==> src/rtl/time_ordered_event_queue_core_macros.svh <==
// Assertion macros shared by the event queue modules.
`ifndef TIME_ORDERED_EVENT_QUEUE_CORE_MACROS_SVH
`define TIME_ORDERED_EVENT_QUEUE_CORE_MACROS_SVH

// Checks on every clock edge outside reset that the antecedent implies the consequent.
`define TOEQ_ASSERT_IMPLY(label, ante, cons, msg) \
   label: assert property (@(posedge clock) disable iff (reset) (ante) |-> (cons)) \
      else $error(msg);

// Checks that a condition holds on every clock edge outside reset.
`define TOEQ_ASSERT_ALWAYS(label, cond, msg) \
   `TOEQ_ASSERT_IMPLY(label, 1'b1, cond, msg)

`endif

==> src/rtl/toeq_pkg.sv <==
`default_nettype none

package toeq_pkg;

   localparam int DEPTH         = 16;
   localparam int COUNT_WIDTH   = $clog2(DEPTH + 1);
   localparam int MODE_WIDTH    = 2;
   localparam int TIME_WIDTH    = 32;
   localparam int HANDLER_WIDTH = 8;
   localparam int PAYLOAD_WIDTH = 32;
   localparam int KIND_WIDTH    = 3;

   typedef enum logic [MODE_WIDTH-1:0] {
      MODE_ADD   = 2'd0,
      MODE_TICK  = 2'd1,
      MODE_CLEAR = 2'd2
   } mode_type;

   typedef enum logic [KIND_WIDTH-1:0] {
      KIND_ADDED    = 3'd0,
      KIND_DROPPED  = 3'd1,
      KIND_FIRED    = 3'd2,
      KIND_NONE_DUE = 3'd3,
      KIND_CLEARED  = 3'd4
   } kind_type;

   typedef struct packed {
      logic     latch_req;
      logic     do_insert;
      logic     do_pop;
      logic     do_clear;
      logic     load_out;
      kind_type out_kind;
      logic     out_last;
   } cmd_type;

   typedef struct packed {
      logic full;
      logic head_due;
      logic next_due;
   } status_type;

endpackage

`default_nettype wire

==> src/rtl/toeq_req_if.sv <==
`default_nettype none

interface toeq_req_if;
   import toeq_pkg::*;

   logic                     valid;
   logic                     ready;
   logic [MODE_WIDTH-1:0]    mode;
   logic [TIME_WIDTH-1:0]    due_time;
   logic [HANDLER_WIDTH-1:0] handler_id;
   logic [PAYLOAD_WIDTH-1:0] payload;
   logic [TIME_WIDTH-1:0]    now;

   modport source (output valid, mode, due_time, handler_id, payload, now, input ready);
   modport sink (input valid, mode, due_time, handler_id, payload, now, output ready);

endinterface

`default_nettype wire

==> src/rtl/toeq_rsp_if.sv <==
`default_nettype none

interface toeq_rsp_if;
   import toeq_pkg::*;

   logic                     valid;
   logic                     ready;
   logic [KIND_WIDTH-1:0]    kind;
   logic [HANDLER_WIDTH-1:0] fired_handler;
   logic [PAYLOAD_WIDTH-1:0] fired_payload;
   logic [TIME_WIDTH-1:0]    fired_time;
   logic                     last;

   modport source (output valid, kind, fired_handler, fired_payload, fired_time, last,
                   input ready);
   modport sink (input valid, kind, fired_handler, fired_payload, fired_time, last,
                 output ready);

endinterface

`default_nettype wire

==> src/rtl/toeq_dp.sv <==
`default_nettype none
`include "time_ordered_event_queue_core_macros.svh"

module toeq_dp (
   input  wire logic                              clock,
   input  wire logic                              reset,
   input  wire toeq_pkg::cmd_type                 cmd,
   output toeq_pkg::status_type                   status,
   input  wire logic [toeq_pkg::TIME_WIDTH-1:0]    req_due_time,
   input  wire logic [toeq_pkg::HANDLER_WIDTH-1:0] req_handler_id,
   input  wire logic [toeq_pkg::PAYLOAD_WIDTH-1:0] req_payload,
   input  wire logic [toeq_pkg::TIME_WIDTH-1:0]    req_now,
   output logic [toeq_pkg::KIND_WIDTH-1:0]         rsp_kind,
   output logic [toeq_pkg::HANDLER_WIDTH-1:0]      rsp_fired_handler,
   output logic [toeq_pkg::PAYLOAD_WIDTH-1:0]      rsp_fired_payload,
   output logic [toeq_pkg::TIME_WIDTH-1:0]         rsp_fired_time,
   output logic                                   rsp_last
);
   import toeq_pkg::*;

   logic [TIME_WIDTH-1:0]    time_ff    [DEPTH];
   logic [TIME_WIDTH-1:0]    time_in    [DEPTH];
   logic [HANDLER_WIDTH-1:0] handler_ff [DEPTH];
   logic [HANDLER_WIDTH-1:0] handler_in [DEPTH];
   logic [PAYLOAD_WIDTH-1:0] payload_ff [DEPTH];
   logic [PAYLOAD_WIDTH-1:0] payload_in [DEPTH];
   logic [DEPTH-1:0]         take;
   logic [COUNT_WIDTH-1:0]   count_ff;
   logic [COUNT_WIDTH-1:0]   count_in;

   logic [TIME_WIDTH-1:0]    req_time_ff;
   logic [HANDLER_WIDTH-1:0] req_handler_ff;
   logic [PAYLOAD_WIDTH-1:0] req_payload_ff;
   logic [TIME_WIDTH-1:0]    req_now_ff;

   kind_type                 out_kind_ff;
   logic [HANDLER_WIDTH-1:0] out_handler_ff;
   logic [PAYLOAD_WIDTH-1:0] out_payload_ff;
   logic [TIME_WIDTH-1:0]    out_time_ff;
   logic                     out_last_ff;
   logic                     next_due;

   // A cell takes part in an insert when it is empty or holds a later time.
   always_comb begin
      for (int i = 0; i < DEPTH; i++) begin
         take[i] = (COUNT_WIDTH'(i) >= count_ff) || (time_ff[i] > req_time_ff);
      end
   end

   always_comb begin
      for (int i = 0; i < DEPTH; i++) begin
         time_in[i]    = time_ff[i];
         handler_in[i] = handler_ff[i];
         payload_in[i] = payload_ff[i];
      end
      if (cmd.do_insert) begin
         if (take[0]) begin
            time_in[0]    = req_time_ff;
            handler_in[0] = req_handler_ff;
            payload_in[0] = req_payload_ff;
         end
         for (int i = 1; i < DEPTH; i++) begin
            if (take[i] && take[i-1]) begin
               time_in[i]    = time_ff[i-1];
               handler_in[i] = handler_ff[i-1];
               payload_in[i] = payload_ff[i-1];
            end else if (take[i]) begin
               time_in[i]    = req_time_ff;
               handler_in[i] = req_handler_ff;
               payload_in[i] = req_payload_ff;
            end
         end
      end else if (cmd.do_pop) begin
         for (int i = 0; i < DEPTH - 1; i++) begin
            time_in[i]    = time_ff[i+1];
            handler_in[i] = handler_ff[i+1];
            payload_in[i] = payload_ff[i+1];
         end
      end
   end

   always_comb begin
      priority if (cmd.do_clear) begin
         count_in = '0;
      end else if (cmd.do_insert) begin
         count_in = count_ff + COUNT_WIDTH'(1);
      end else if (cmd.do_pop) begin
         count_in = count_ff - COUNT_WIDTH'(1);
      end else begin
         count_in = count_ff;
      end
   end

   generate
      if (DEPTH > 1) begin : g_next
         assign next_due = (count_ff > COUNT_WIDTH'(1)) && (time_ff[1] <= req_now_ff);
      end else begin : g_single
         assign next_due = 1'b0;
      end
   endgenerate

   assign status.full     = (count_ff == COUNT_WIDTH'(DEPTH));
   assign status.head_due = (count_ff != '0) && (time_ff[0] <= req_now_ff);
   assign status.next_due = next_due;

   always_ff @(posedge clock) begin
      if (reset) begin
         count_ff <= '0;
      end else begin
         count_ff <= count_in;
      end
      for (int i = 0; i < DEPTH; i++) begin
         time_ff[i]    <= time_in[i];
         handler_ff[i] <= handler_in[i];
         payload_ff[i] <= payload_in[i];
      end
      if (cmd.latch_req) begin
         req_time_ff    <= req_due_time;
         req_handler_ff <= req_handler_id;
         req_payload_ff <= req_payload;
         req_now_ff     <= req_now;
      end
      if (cmd.load_out) begin
         out_kind_ff <= cmd.out_kind;
         out_last_ff <= cmd.out_last;
         if (cmd.out_kind == KIND_FIRED) begin
            out_handler_ff <= handler_ff[0];
            out_payload_ff <= payload_ff[0];
            out_time_ff    <= time_ff[0];
         end else begin
            out_handler_ff <= '0;
            out_payload_ff <= '0;
            out_time_ff    <= '0;
         end
      end
   end

   assign rsp_kind          = out_kind_ff;
   assign rsp_fired_handler = out_handler_ff;
   assign rsp_fired_payload = out_payload_ff;
   assign rsp_fired_time    = out_time_ff;
   assign rsp_last          = out_last_ff;

   `TOEQ_ASSERT_ALWAYS(a_count_bound, count_ff <= COUNT_WIDTH'(DEPTH), "Entry count exceeds depth.")
   `TOEQ_ASSERT_IMPLY(a_pop_nonempty, cmd.do_pop, count_ff != '0, "Pop from an empty queue.")
   `TOEQ_ASSERT_IMPLY(a_fired_due, cmd.load_out && cmd.out_kind == KIND_FIRED,
                      status.head_due, "Fired an event that is not due.")

endmodule

`default_nettype wire

==> src/rtl/toeq_ctrl.sv <==
`default_nettype none
`include "time_ordered_event_queue_core_macros.svh"

module toeq_ctrl (
   input  wire logic                           clock,
   input  wire logic                           reset,
   input  wire logic                           req_valid,
   output logic                                req_ready,
   input  wire logic [toeq_pkg::MODE_WIDTH-1:0] req_mode,
   output logic                                rsp_valid,
   input  wire logic                           rsp_ready,
   input  wire toeq_pkg::status_type            status,
   output toeq_pkg::cmd_type                   cmd
);
   import toeq_pkg::*;

   typedef enum logic [1:0] {
      ST_IDLE,
      ST_ADD,
      ST_TICK,
      ST_CLEAR
   } state_type;

   state_type state_ff;
   state_type state_in;
   logic      rsp_valid_ff;
   logic      rsp_valid_in;
   logic      accept;
   logic      out_free;

   assign req_ready = (state_ff == ST_IDLE) && !reset;
   assign accept    = req_valid && req_ready;
   assign out_free  = !rsp_valid_ff || rsp_ready;
   assign rsp_valid = rsp_valid_ff;

   always_comb begin
      cmd          = '0;
      cmd.out_kind = KIND_ADDED;
      state_in     = state_ff;
      rsp_valid_in = rsp_valid_ff && !rsp_ready;
      unique case (state_ff)
         ST_IDLE: begin
            if (accept) begin
               cmd.latch_req = 1'b1;
               unique case (mode_type'(req_mode))
                  MODE_ADD:   state_in = ST_ADD;
                  MODE_TICK:  state_in = ST_TICK;
                  MODE_CLEAR: state_in = ST_CLEAR;
                  default:    state_in = ST_IDLE;
               endcase
            end
         end
         ST_ADD: begin
            if (out_free) begin
               cmd.load_out  = 1'b1;
               cmd.out_last  = 1'b1;
               cmd.do_insert = !status.full;
               cmd.out_kind  = status.full ? KIND_DROPPED : KIND_ADDED;
               rsp_valid_in  = 1'b1;
               state_in      = ST_IDLE;
            end
         end
         ST_CLEAR: begin
            if (out_free) begin
               cmd.load_out = 1'b1;
               cmd.out_last = 1'b1;
               cmd.do_clear = 1'b1;
               cmd.out_kind = KIND_CLEARED;
               rsp_valid_in = 1'b1;
               state_in     = ST_IDLE;
            end
         end
         ST_TICK: begin
            if (out_free) begin
               cmd.load_out = 1'b1;
               rsp_valid_in = 1'b1;
               if (status.head_due) begin
                  cmd.do_pop   = 1'b1;
                  cmd.out_kind = KIND_FIRED;
                  cmd.out_last = !status.next_due;
                  if (!status.next_due) begin
                     state_in = ST_IDLE;
                  end
               end else begin
                  cmd.out_kind = KIND_NONE_DUE;
                  cmd.out_last = 1'b1;
                  state_in     = ST_IDLE;
               end
            end
         end
         default: begin
            state_in = ST_IDLE;
         end
      endcase
   end

   always_ff @(posedge clock) begin
      if (reset) begin
         state_ff     <= ST_IDLE;
         rsp_valid_ff <= 1'b0;
      end else begin
         state_ff     <= state_in;
         rsp_valid_ff <= rsp_valid_in;
      end
   end

   `TOEQ_ASSERT_IMPLY(a_no_overwrite, cmd.load_out, !rsp_valid_ff || rsp_ready,
                      "Result register overwritten while an item waits.")
   `TOEQ_ASSERT_IMPLY(a_insert_room, cmd.do_insert, !status.full,
                      "Insert issued into a full queue.")
   `TOEQ_ASSERT_IMPLY(a_pop_due, cmd.do_pop, status.head_due && state_ff == ST_TICK,
                      "Pop issued without a due head event.")

endmodule

`default_nettype wire

==> src/rtl/time_ordered_event_queue_core.sv <==
// Time-ordered event queue.
// The req channel takes one item per handshake: mode add inserts the event
// (due_time, handler_id, payload) behind all stored events with an equal or
// earlier time, mode tick pops every event due at or before now, and mode
// clear empties the queue. An unused mode is taken and dropped without a result.
// The rsp channel returns one item per add (added or dropped full), one per
// clear, one nothing-due item for a tick with nothing due, or one fired item
// per due event; last marks the final item caused by each request.
// An item is taken in idle and its first result is registered from the add,
// clear or tick state once the result register is free; no new item is taken
// until the last result is registered. A tick holds req ready low and, while
// rsp ready allows, fires one event per cycle from the sorted cell chain head.
// The result register frees as the receiver takes an item; while rsp ready
// is low the block holds the pending result and waits before the next one.
// Synchronous reset empties the queue and drops any pending result; no
// clearing pass is needed, the block is ready as soon as reset is released.
`default_nettype none

module time_ordered_event_queue_core (
   input wire logic   clock,
   input wire logic   reset,
   toeq_req_if.sink   req_ch,
   toeq_rsp_if.source rsp_ch
);
   import toeq_pkg::*;

   cmd_type    cmd;
   status_type status;

   toeq_ctrl u_ctrl (
      .clock     (clock),
      .reset     (reset),
      .req_valid (req_ch.valid),
      .req_ready (req_ch.ready),
      .req_mode  (req_ch.mode),
      .rsp_valid (rsp_ch.valid),
      .rsp_ready (rsp_ch.ready),
      .status    (status),
      .cmd       (cmd)
   );

   toeq_dp u_dp (
      .clock             (clock),
      .reset             (reset),
      .cmd               (cmd),
      .status            (status),
      .req_due_time      (req_ch.due_time),
      .req_handler_id    (req_ch.handler_id),
      .req_payload       (req_ch.payload),
      .req_now           (req_ch.now),
      .rsp_kind          (rsp_ch.kind),
      .rsp_fired_handler (rsp_ch.fired_handler),
      .rsp_fired_payload (rsp_ch.fired_payload),
      .rsp_fired_time    (rsp_ch.fired_time),
      .rsp_last          (rsp_ch.last)
   );

endmodule

`default_nettype wire
==> src/flat_wrapper.sv <==
// flat-port wrapper written by rule: the top's interface ports become plain ports
module time_ordered_event_queue_core_flat import toeq_pkg::*;
  (clock, reset, req_ch_valid, req_ch_mode, req_ch_due_time, req_ch_handler_id, req_ch_payload, req_ch_now, req_ch_ready, rsp_ch_valid, rsp_ch_kind, rsp_ch_fired_handler, rsp_ch_fired_payload, rsp_ch_fired_time, rsp_ch_last, rsp_ch_ready);
  toeq_req_if req_ch_i ();
  toeq_rsp_if rsp_ch_i ();
  input wire logic clock;
  input wire logic reset;
  input wire logic [$bits(req_ch_i.valid)-1:0] req_ch_valid;
  input wire logic [$bits(req_ch_i.mode)-1:0] req_ch_mode;
  input wire logic [$bits(req_ch_i.due_time)-1:0] req_ch_due_time;
  input wire logic [$bits(req_ch_i.handler_id)-1:0] req_ch_handler_id;
  input wire logic [$bits(req_ch_i.payload)-1:0] req_ch_payload;
  input wire logic [$bits(req_ch_i.now)-1:0] req_ch_now;
  output wire logic [$bits(req_ch_i.ready)-1:0] req_ch_ready;
  output wire logic [$bits(rsp_ch_i.valid)-1:0] rsp_ch_valid;
  output wire logic [$bits(rsp_ch_i.kind)-1:0] rsp_ch_kind;
  output wire logic [$bits(rsp_ch_i.fired_handler)-1:0] rsp_ch_fired_handler;
  output wire logic [$bits(rsp_ch_i.fired_payload)-1:0] rsp_ch_fired_payload;
  output wire logic [$bits(rsp_ch_i.fired_time)-1:0] rsp_ch_fired_time;
  output wire logic [$bits(rsp_ch_i.last)-1:0] rsp_ch_last;
  input wire logic [$bits(rsp_ch_i.ready)-1:0] rsp_ch_ready;
  assign req_ch_i.valid = req_ch_valid;
  assign req_ch_i.mode = req_ch_mode;
  assign req_ch_i.due_time = req_ch_due_time;
  assign req_ch_i.handler_id = req_ch_handler_id;
  assign req_ch_i.payload = req_ch_payload;
  assign req_ch_i.now = req_ch_now;
  assign req_ch_ready = req_ch_i.ready;
  assign rsp_ch_valid = rsp_ch_i.valid;
  assign rsp_ch_kind = rsp_ch_i.kind;
  assign rsp_ch_fired_handler = rsp_ch_i.fired_handler;
  assign rsp_ch_fired_payload = rsp_ch_i.fired_payload;
  assign rsp_ch_fired_time = rsp_ch_i.fired_time;
  assign rsp_ch_last = rsp_ch_i.last;
  assign rsp_ch_i.ready = rsp_ch_ready;
  time_ordered_event_queue_core u_core (.clock(clock), .reset(reset), .req_ch(req_ch_i), .rsp_ch(rsp_ch_i));
endmodule
==> config.mk <==
export PLATFORM = sky130hd
export DESIGN_NAME = time_ordered_event_queue_core_flat
export DESIGN_NICKNAME = d
export VERILOG_FILES = /design/src/rtl/toeq_pkg.sv /design/src/rtl/toeq_req_if.sv /design/src/rtl/toeq_rsp_if.sv /design/src/rtl/toeq_dp.sv /design/src/rtl/toeq_ctrl.sv /design/src/rtl/time_ordered_event_queue_core.sv /design/src/flat_wrapper.sv
export VERILOG_INCLUDE_DIRS = /design/src /design/src/rtl
export SDC_FILE = /design/constraint.sdc
export NUM_CORES = 2
export LEC_CHECK = 0
export ABC_AREA = 0
export ABC_CLOCK_PERIOD_IN_PS = 8800
export BUFFER_PORTS_ARGS = -buffer_cell sky130_fd_sc_hd__buf_4
export CORE_ASPECT_RATIO = 1.1
export CORE_MARGIN = 5
export CORE_UTILIZATION = 37
export CTS_BUF_LIST = sky130_fd_sc_hd__clkbuf_4 sky130_fd_sc_hd__clkbuf_8
export DETAILED_ROUTE_END_ITERATION = 8
export PLACE_DENSITY = 0.58
export SYNTH_ARGS = -nofsm -noshare
export SYNTH_HDL_FRONTEND = slang
export SYNTH_SLANG_ARGS = --single-unit
==> constraint.sdc <==
create_clock -name clock -period 8.8 [get_ports clock]
set_input_delay 1.32 -clock clock [delete_from_list [all_inputs] [get_ports clock]]
set_output_delay 1.32 -clock clock [all_outputs]
set_load 0.01 [all_outputs]
**After elaboration in Yosys (flattened, before gate mapping)**

Memories as Yosys holds them, arrays and structs flattened.
Cells that the tools add are included.

- Input bits: 110
- Flip-flop bits (word level): 188
- Memory bits (writable): 1,152
- Memories: 3
- Word-level logic and storage cells: 240
- Output and inout bits: 78

Memories:

| name | depth | width | read ports | clocked after memory_dff | write ports | line | source |
|---|---|---|---|---|---|---|---|
| u_core.u_dp.payload_ff | 16 | 32 | 16 | 0 | 16 | toeq_dp.sv:25 | `logic [PAYLOAD_WIDTH-1:0] payload_ff [DEPTH];` |
| u_core.u_dp.time_ff | 16 | 32 | 16 | 0 | 16 | toeq_dp.sv:21 | `logic [TIME_WIDTH-1:0] time_ff [DEPTH];` |
| u_core.u_dp.handler_ff | 16 | 8 | 16 | 0 | 16 | toeq_dp.sv:23 | `logic [HANDLER_WIDTH-1:0] handler_ff [DEPTH];` |

- $lt $le $gt $ge: 35
- Eq/ne operators: 11
- Reduce and logical (&&, ||, !) cells: 50
- Add/subtract/negate cells: 2
- Multiplexer cells: 127

Operators by type and width:

| kind | count |
|---|---|
| 32-bit two-way mux | 64 |
| 480-bit two-way mux | 4 |
| 32-bit greater-than comparator | 16 |
| 8-bit two-way mux | 32 |
| 120-bit two-way mux | 2 |
| 32-bit less-or-equal comparator | 2 |
| 4-bit by 5-bit >= comparator with 1-bit output, first input constant | 8 |
| 3-bit by 5-bit >= comparator with 1-bit output, first input constant | 4 |
| 1-bit logical AND | 20 |
| 5-bit two-way mux | 4 |
| 1-bit logical OR | 17 |
| 5-bit case mux with 3 select lines | 1 |
| 2-bit two-way mux | 6 |
| 2-bit case mux with 3 select lines | 2 |
| 1-bit two-way mux | 11 |
| 1-bit by 5-bit >= comparator with 1-bit output, first input constant | 2 |
| 2-bit by 5-bit >= comparator with 1-bit output, first input constant | 2 |
| 2-bit == test, second input constant | 3 |
| 6-bit two-way mux | 1 |
| 5-bit by 1-bit adder with 5-bit output, second input constant | 1 |
| 5-bit == test, second input constant | 1 |
| 5-bit by 1-bit greater-than comparator with 1-bit output, second input constant | 1 |
| 1-bit logical NOT | 5 |
| 5-bit nonzero test | 1 |
| 11 further kinds | 15 |

**Logic depth before layout (Yosys ltp)**

An unclocked memory read counts as a cell.

- Word-level depth: 8
- Depth in mapped cells: 14
- Gate-level depth less buffers: 10

**Cells and area by module**

From an unflattened synthesis, not the netlist that was laid out.

- Cell total of the unflattened synthesis: 7,166
- Area total of the unflattened synthesis: 77,523.1 µm²

By module, submodules not included:

| module | cells an instance | instances | area each (µm²) | seq. area each (µm²) |
|---|---|---|---|---|
| toeq_dp | 7,131 | 1 | 77,255.3 | 40,098.5 |
| toeq_ctrl | 35 | 1 | 267.8 | 60.1 |

**Worst setup path before layout**

OpenSTA, ideal clock, no wires.

- Path type: reg2reg
- Start: reg, netlist name u_core.u_dp.req_time_ff[1]
- End: mem u_core.u_dp.handler_ff[2][0] (netlist: u_core.u_dp.handler_ff[0][16]) (enable)
- Path slack: 385 ps
- Data arrival time: 7,814 ps
- Required time: 8,198 ps
- Period minus slack after synthesis: 8,415 ps
- Library setup time: 602 ps
- Cell stages (with the launch flop): 14
- Buffers on the path: 4
- Cell sequence: edfxtp_1 > clkbuf_1 > inv_1 > ha_1 > nor2b_1 > o211ai_1 > a2111o_1 > o211ai_1 > a21oi_1 > o22a_1 > clkbuf_1 > clkbuf_1 > clkbuf_1 > o21ai_0

RTL lines:

| item | line |
|---|---|
| end: declaration | toeq_dp.sv:23 |

==> run summary <==
The flow ran to the end, but the final reports show violations. The checks that failed: design-rule violations. The data arrival time of the critical path was 6.78 ns. Dividing total power by cell area gives a power density of 172 nW/um^2. The run gives 0.0902 ns as the setup skew after layout. In this run, synthesis inferred 1332 flip-flops with an integrated enable. The later pin in the worst-skew pair is clocked with a latency of 1.04 ns. The clock edge transition at the registers on the reported setup and hold paths is 0.06 ns. The flop-to-flop setup slack was 2.69 ns; the slew at the pin closest to its max-slew limit was 1.29 ns. The run gives 7820 as the post-layout net count. First-iteration detailed-routing DRC count: 6967. The ratio of cells with drive above 1 in the final layout is 11.1%, and the proportion of power drawn by combinational gates is 8.6%.

The largest fanout of any net on the critical path came out at 37. Summing the areas of all compound-gate instances in the mapped netlist gives 14.5% of the synthesized area. The number of buffer cells added on primary ports was 187.

Summed over all cells, the static leakage comes to 34.2 nW. By area, the combinational part of the netlist is dominated by compound AO/OA/AOI/OAI gates. The sequential share of power came out at 50.4%.

The most common cell in the synthesized netlist was edfxtp_1. The portion of synthesized area spent on multiplexers is 8.14%. On the critical path the largest part of the delay comes from simple AND/OR/NAND/NOR gates. In this run, CTS created clock tree buffers numbering 238.

After synthesis, the netlist uses 64 different library cells. Routability-driven placement finished with a final weighted congestion of 0.990. The logs give 0 for the total count of max-transition violations in the final report and 25.8% for the aggregate global-route resource usage.

The proportion of total power due to net switching was 26.7%; the total of fill cells in the finished design was 19600. The die covers 215000 um^2. Counting flops with an async set or reset pin after synthesis yields a share of 0%. The largest incremental delay on the critical path was 1.16 ns; the number of vias in the routed layout was 60700.

The flip-flop and latch count after synthesis came out at 1340. The capture point of the worst path was u_core.u_dp.time_ff[1][188]. The number of hold buffers added after CTS was 0.

The post-cts sizing count was 0; the post-synthesis adder-cell area fraction was 9.56%. Summing the areas of all and, or, nand and nor instances in the mapped netlist gives 11.6% of the synthesized area. The setup violation total in the final timing report was 0. In this run the number of H-tree levels came out at 4.

The required time reported for the critical path endpoint came out at 9.47 ns. The category of the most critical setup path was flop to flop. In this run the core area contains 174 standard-cell rows. Once the floorplan was initialized, standard cells occupied 37.3% of the core.

Entering global routing, the biggest net connects 192 pins. Of the total synthesized cell area, the portion taken by XOR and XNOR cells is 0.0344%. The logs give 59400 for the via count of the first global-routing pass and 415 mm for the global-route wire length before repair.

The area growth from synthesis to layout is 11.6%. TritonCTS built the clock tree. The run gives 13.1% as the remaining max-slew budget at the tightest pin. The total non-filler cell area in the finished layout was 85200 um^2; the via-per-instance ratio was 6.03. The total internal power is 10.8 mW.

Ranked by total cell area, the synthesized netlist is headed by edfxtp_1, ha_1, mux2i_1. The critical path goes through inv_1 -> ha_1 -> nand4_1 -> nor4_1 -> nand3_1 -> o311a_1 -> a221oi_1 -> nor2_4 -> buf_4 -> mux2i_1 -> o21ai_0. Counting every sink on the clock net gives 1340. Setup repair after global routing left no endpoint under its margin. The buffering stage count on the worst path with inverters included is 2. The most used flip-flop cell after synthesis was edfxtp_1. Derived from the worst setup path, the maximum achievable clock frequency is 164 MHz. The startpoint of the lowest-slack register-to-register path is u_core.u_dp.req_time_ff[28]. After floorplanning, the core was sized to cover 205000 um^2. The number of setup buffers added after CTS was 0; the fraction of the yosys area taken by sequential cells was 52.6%. The initial antenna violation count is 14. Cell count after synthesis: 7113. In this run the count of I/O pins placed on the die edge is 188.

Max-cap violations in this run came to 0. The cell at the root of the clock tree is clkbuf_8. The largest individual stage delay along the critical path comes from the cell nor4_1. The post-synth design cell area is 76300 um^2.

The die is 486 um tall. The worst setup path is launched from a flop. Number of hold-slack violations in the final timing report: 0.

Capturing point of the worst reg2reg path: u_core.u_dp.time_ff[1][188]. Once placement finished, the instance area stood at 80400 um^2. The logs give 290 mm for the total length of routed wires and 9 for the first-pass iteration count of the detailed router. Yosys printed 0 warnings. For this design the total switching power over the nets is 3.91 mW. The buffer levels on the longest clock path was 3. The total overflow left after global routing is 0. Across the VDD grid, the largest voltage drop is 0.000133 V. In the finished design, the share of the clock period the worst path needs comes to 69.4%. Sum of negative setup slack: 0 ns.

The share of Yosys cell area claimed by the top area cell type was 52.4%. The worst setup path is captured at a flop. The average wire length per cell after detail routing is 28.8 um, and the total nets after synthesis is 7806. The number of cells on the worst reg-to-reg path is 11. Ranked by instance count, the synthesized netlist is headed by edfxtp_1, nand2_1, o21ai_0.

The average instance in the mapped netlist occupies 10.7 um^2. The time the worst path needs with I/O delays and setup works out to 6.11 ns. The tightest min-delay check is of the primary input to flop type. From left edge to right edge, the die measures 443 um. The number of stages on the worst setup path was 11. The clock network burns 41.1% of the power.

Number of remaining DRC errors: 1. Summed over all nets, the half-perimeter wirelength after detailed placement is 190 mm. In this run the worst setup path begins at u_core.u_dp.req_time_ff[28]. In this run the remaining antenna-violating nets after routing total 0.

edfxtp_1 takes more of the synthesized area than any other cell.
## cells by family (layout without fill, tap and decap cells)
family,count (synthesis),count (layout)
buf+inv,657,868
fa+ha+maj,583,583
xor+xnor,3,3
compound gates,1897,1897
other cells,0,11
simple gates,2021,2021
flops,1340,1340
mux,612,612
## worst min path at each step
| stage | to | slack (ns) | startpoint | depth (start not counted) |
|---|---|---|---|---|
| 2_1_floorplan | u_core.u_dp.payload_ff[1][223] | 0.51 | u_core.u_dp.payload_ff[1][255] | 2 |
| 3_3_place_gp | u_core.u_ctrl.rsp_valid | 0.52 | u_core.u_ctrl.rsp_valid | 2 |
| 3_5_place_dp | u_core.u_dp.payload_ff[0][6] | 0.54 | u_core.u_dp.payload_ff[0][38] | 2 |
| 4_1_cts | u_core.u_dp.req_payload_ff[13] | 0.35 | req_ch_payload[13] | 1 |
| 5_1_grt | u_core.u_dp.req_payload_ff[15] | 0.38 | req_ch_payload[15] | 1 |
| 6_report | u_core.u_dp.req_payload_ff[13] | 0.46 | req_ch_payload[13] | 1 |
## flip-flops by register name, indices dropped and copies added (netlist names), 2 cells and up
signal,cells
u_core.u_ctrl.state_ff,2
u_core.u_dp.time_ff,512
u_core.u_dp.count_ff,5
u_core.u_dp.payload_ff,512
u_core.u_dp.rsp_fired_payload,32
u_core.u_dp.rsp_fired_handler,8
u_core.u_dp.req_payload_ff,32
u_core.u_dp.req_handler_ff,8
u_core.u_dp.req_time_ff,32
u_core.u_dp.handler_ff,128
u_core.u_dp.rsp_kind,3
u_core.u_dp.rsp_fired_time,32
u_core.u_dp.req_now_ff,32
## power groups by stage
| stage | sequential (mW) | clock [mW] | combinational, mW |
|---|---|---|---|
| 2_1_floorplan | 7.46 | 0 | 0.766 |
| 3_3_place_gp | 7.51 | 0 | 1.21 |
| 3_5_place_dp | 7.52 | 0 | 1.24 |
| 4_1_cts | 7.39 | 6.15 | 1.24 |
| 5_1_grt | 7.40 | 6.44 | 1.37 |
| 6_report | 7.39 | 6.03 | 1.26 |
## placed cells by master, fill, tap and decap left out, drive strengths merged, types with 20 or more instances in the layout
master / Yosys / final
buf: 97 / 320
nand4: 125 / 125
nor3: 36 / 36
o21ai: 873 / 873
a211oi: 20 / 20
clkbuf: 449 / 320
inv: 111 / 120
mux2i: 541 / 541
clkinv: 0 / 94
o211ai: 272 / 272
a31oi: 219 / 219
and3: 74 / 74
a21oi: 338 / 338
mux2: 71 / 71
edfxtp: 1332 / 1332
nor2: 285 / 285
a21o: 58 / 58
nand2: 1034 / 1034
ha: 583 / 583
nand3: 382 / 382
nor2b: 24 / 24
## routing by layer
metal / GRT usage (%) / routed length, um
met1: 32.6 / 116000
met4: 14.4 / 18200
met3: 4.17 / 20400
met5: 0 / 13
met2: 42.2 / 135000
## through the flow
stage | hold WS, ns | setup slack, ns | cells | total power, mW | utilization (%)
CTS | 0.351 | 2.84 | 10100 | 14.8 | 41.6
global placement | 0.522 | 2.98 | 9615 | 8.72 | 39.2
global route | 0.376 | 2.57 | 10100 | 15.2 | 41.6
detailed placement | 0.535 | 2.96 | 9615 | 8.75 | 39.2
finish | 0.461 | 2.69 | 10100 | 14.7 | 41.6
floorplan | 0.514 | 0.385 | 7113 | 8.22 | -
## final cells by class
type	count	area, um^2	share of cell area (%)
Multi-Input combinational cell	5116	33800	39.7
Antenna cell	11	27.5	0.0323
Sequential cell	1340	40200	47.1
Clock buffer	320	3890	4.57
Timing Repair Buffer	320	2550	3.00
Tap cell	2728	3410	4.01
Clock inverter	117	918	1.08
Inverter	111	417	0.489
(Power assumes the default switching activity.)
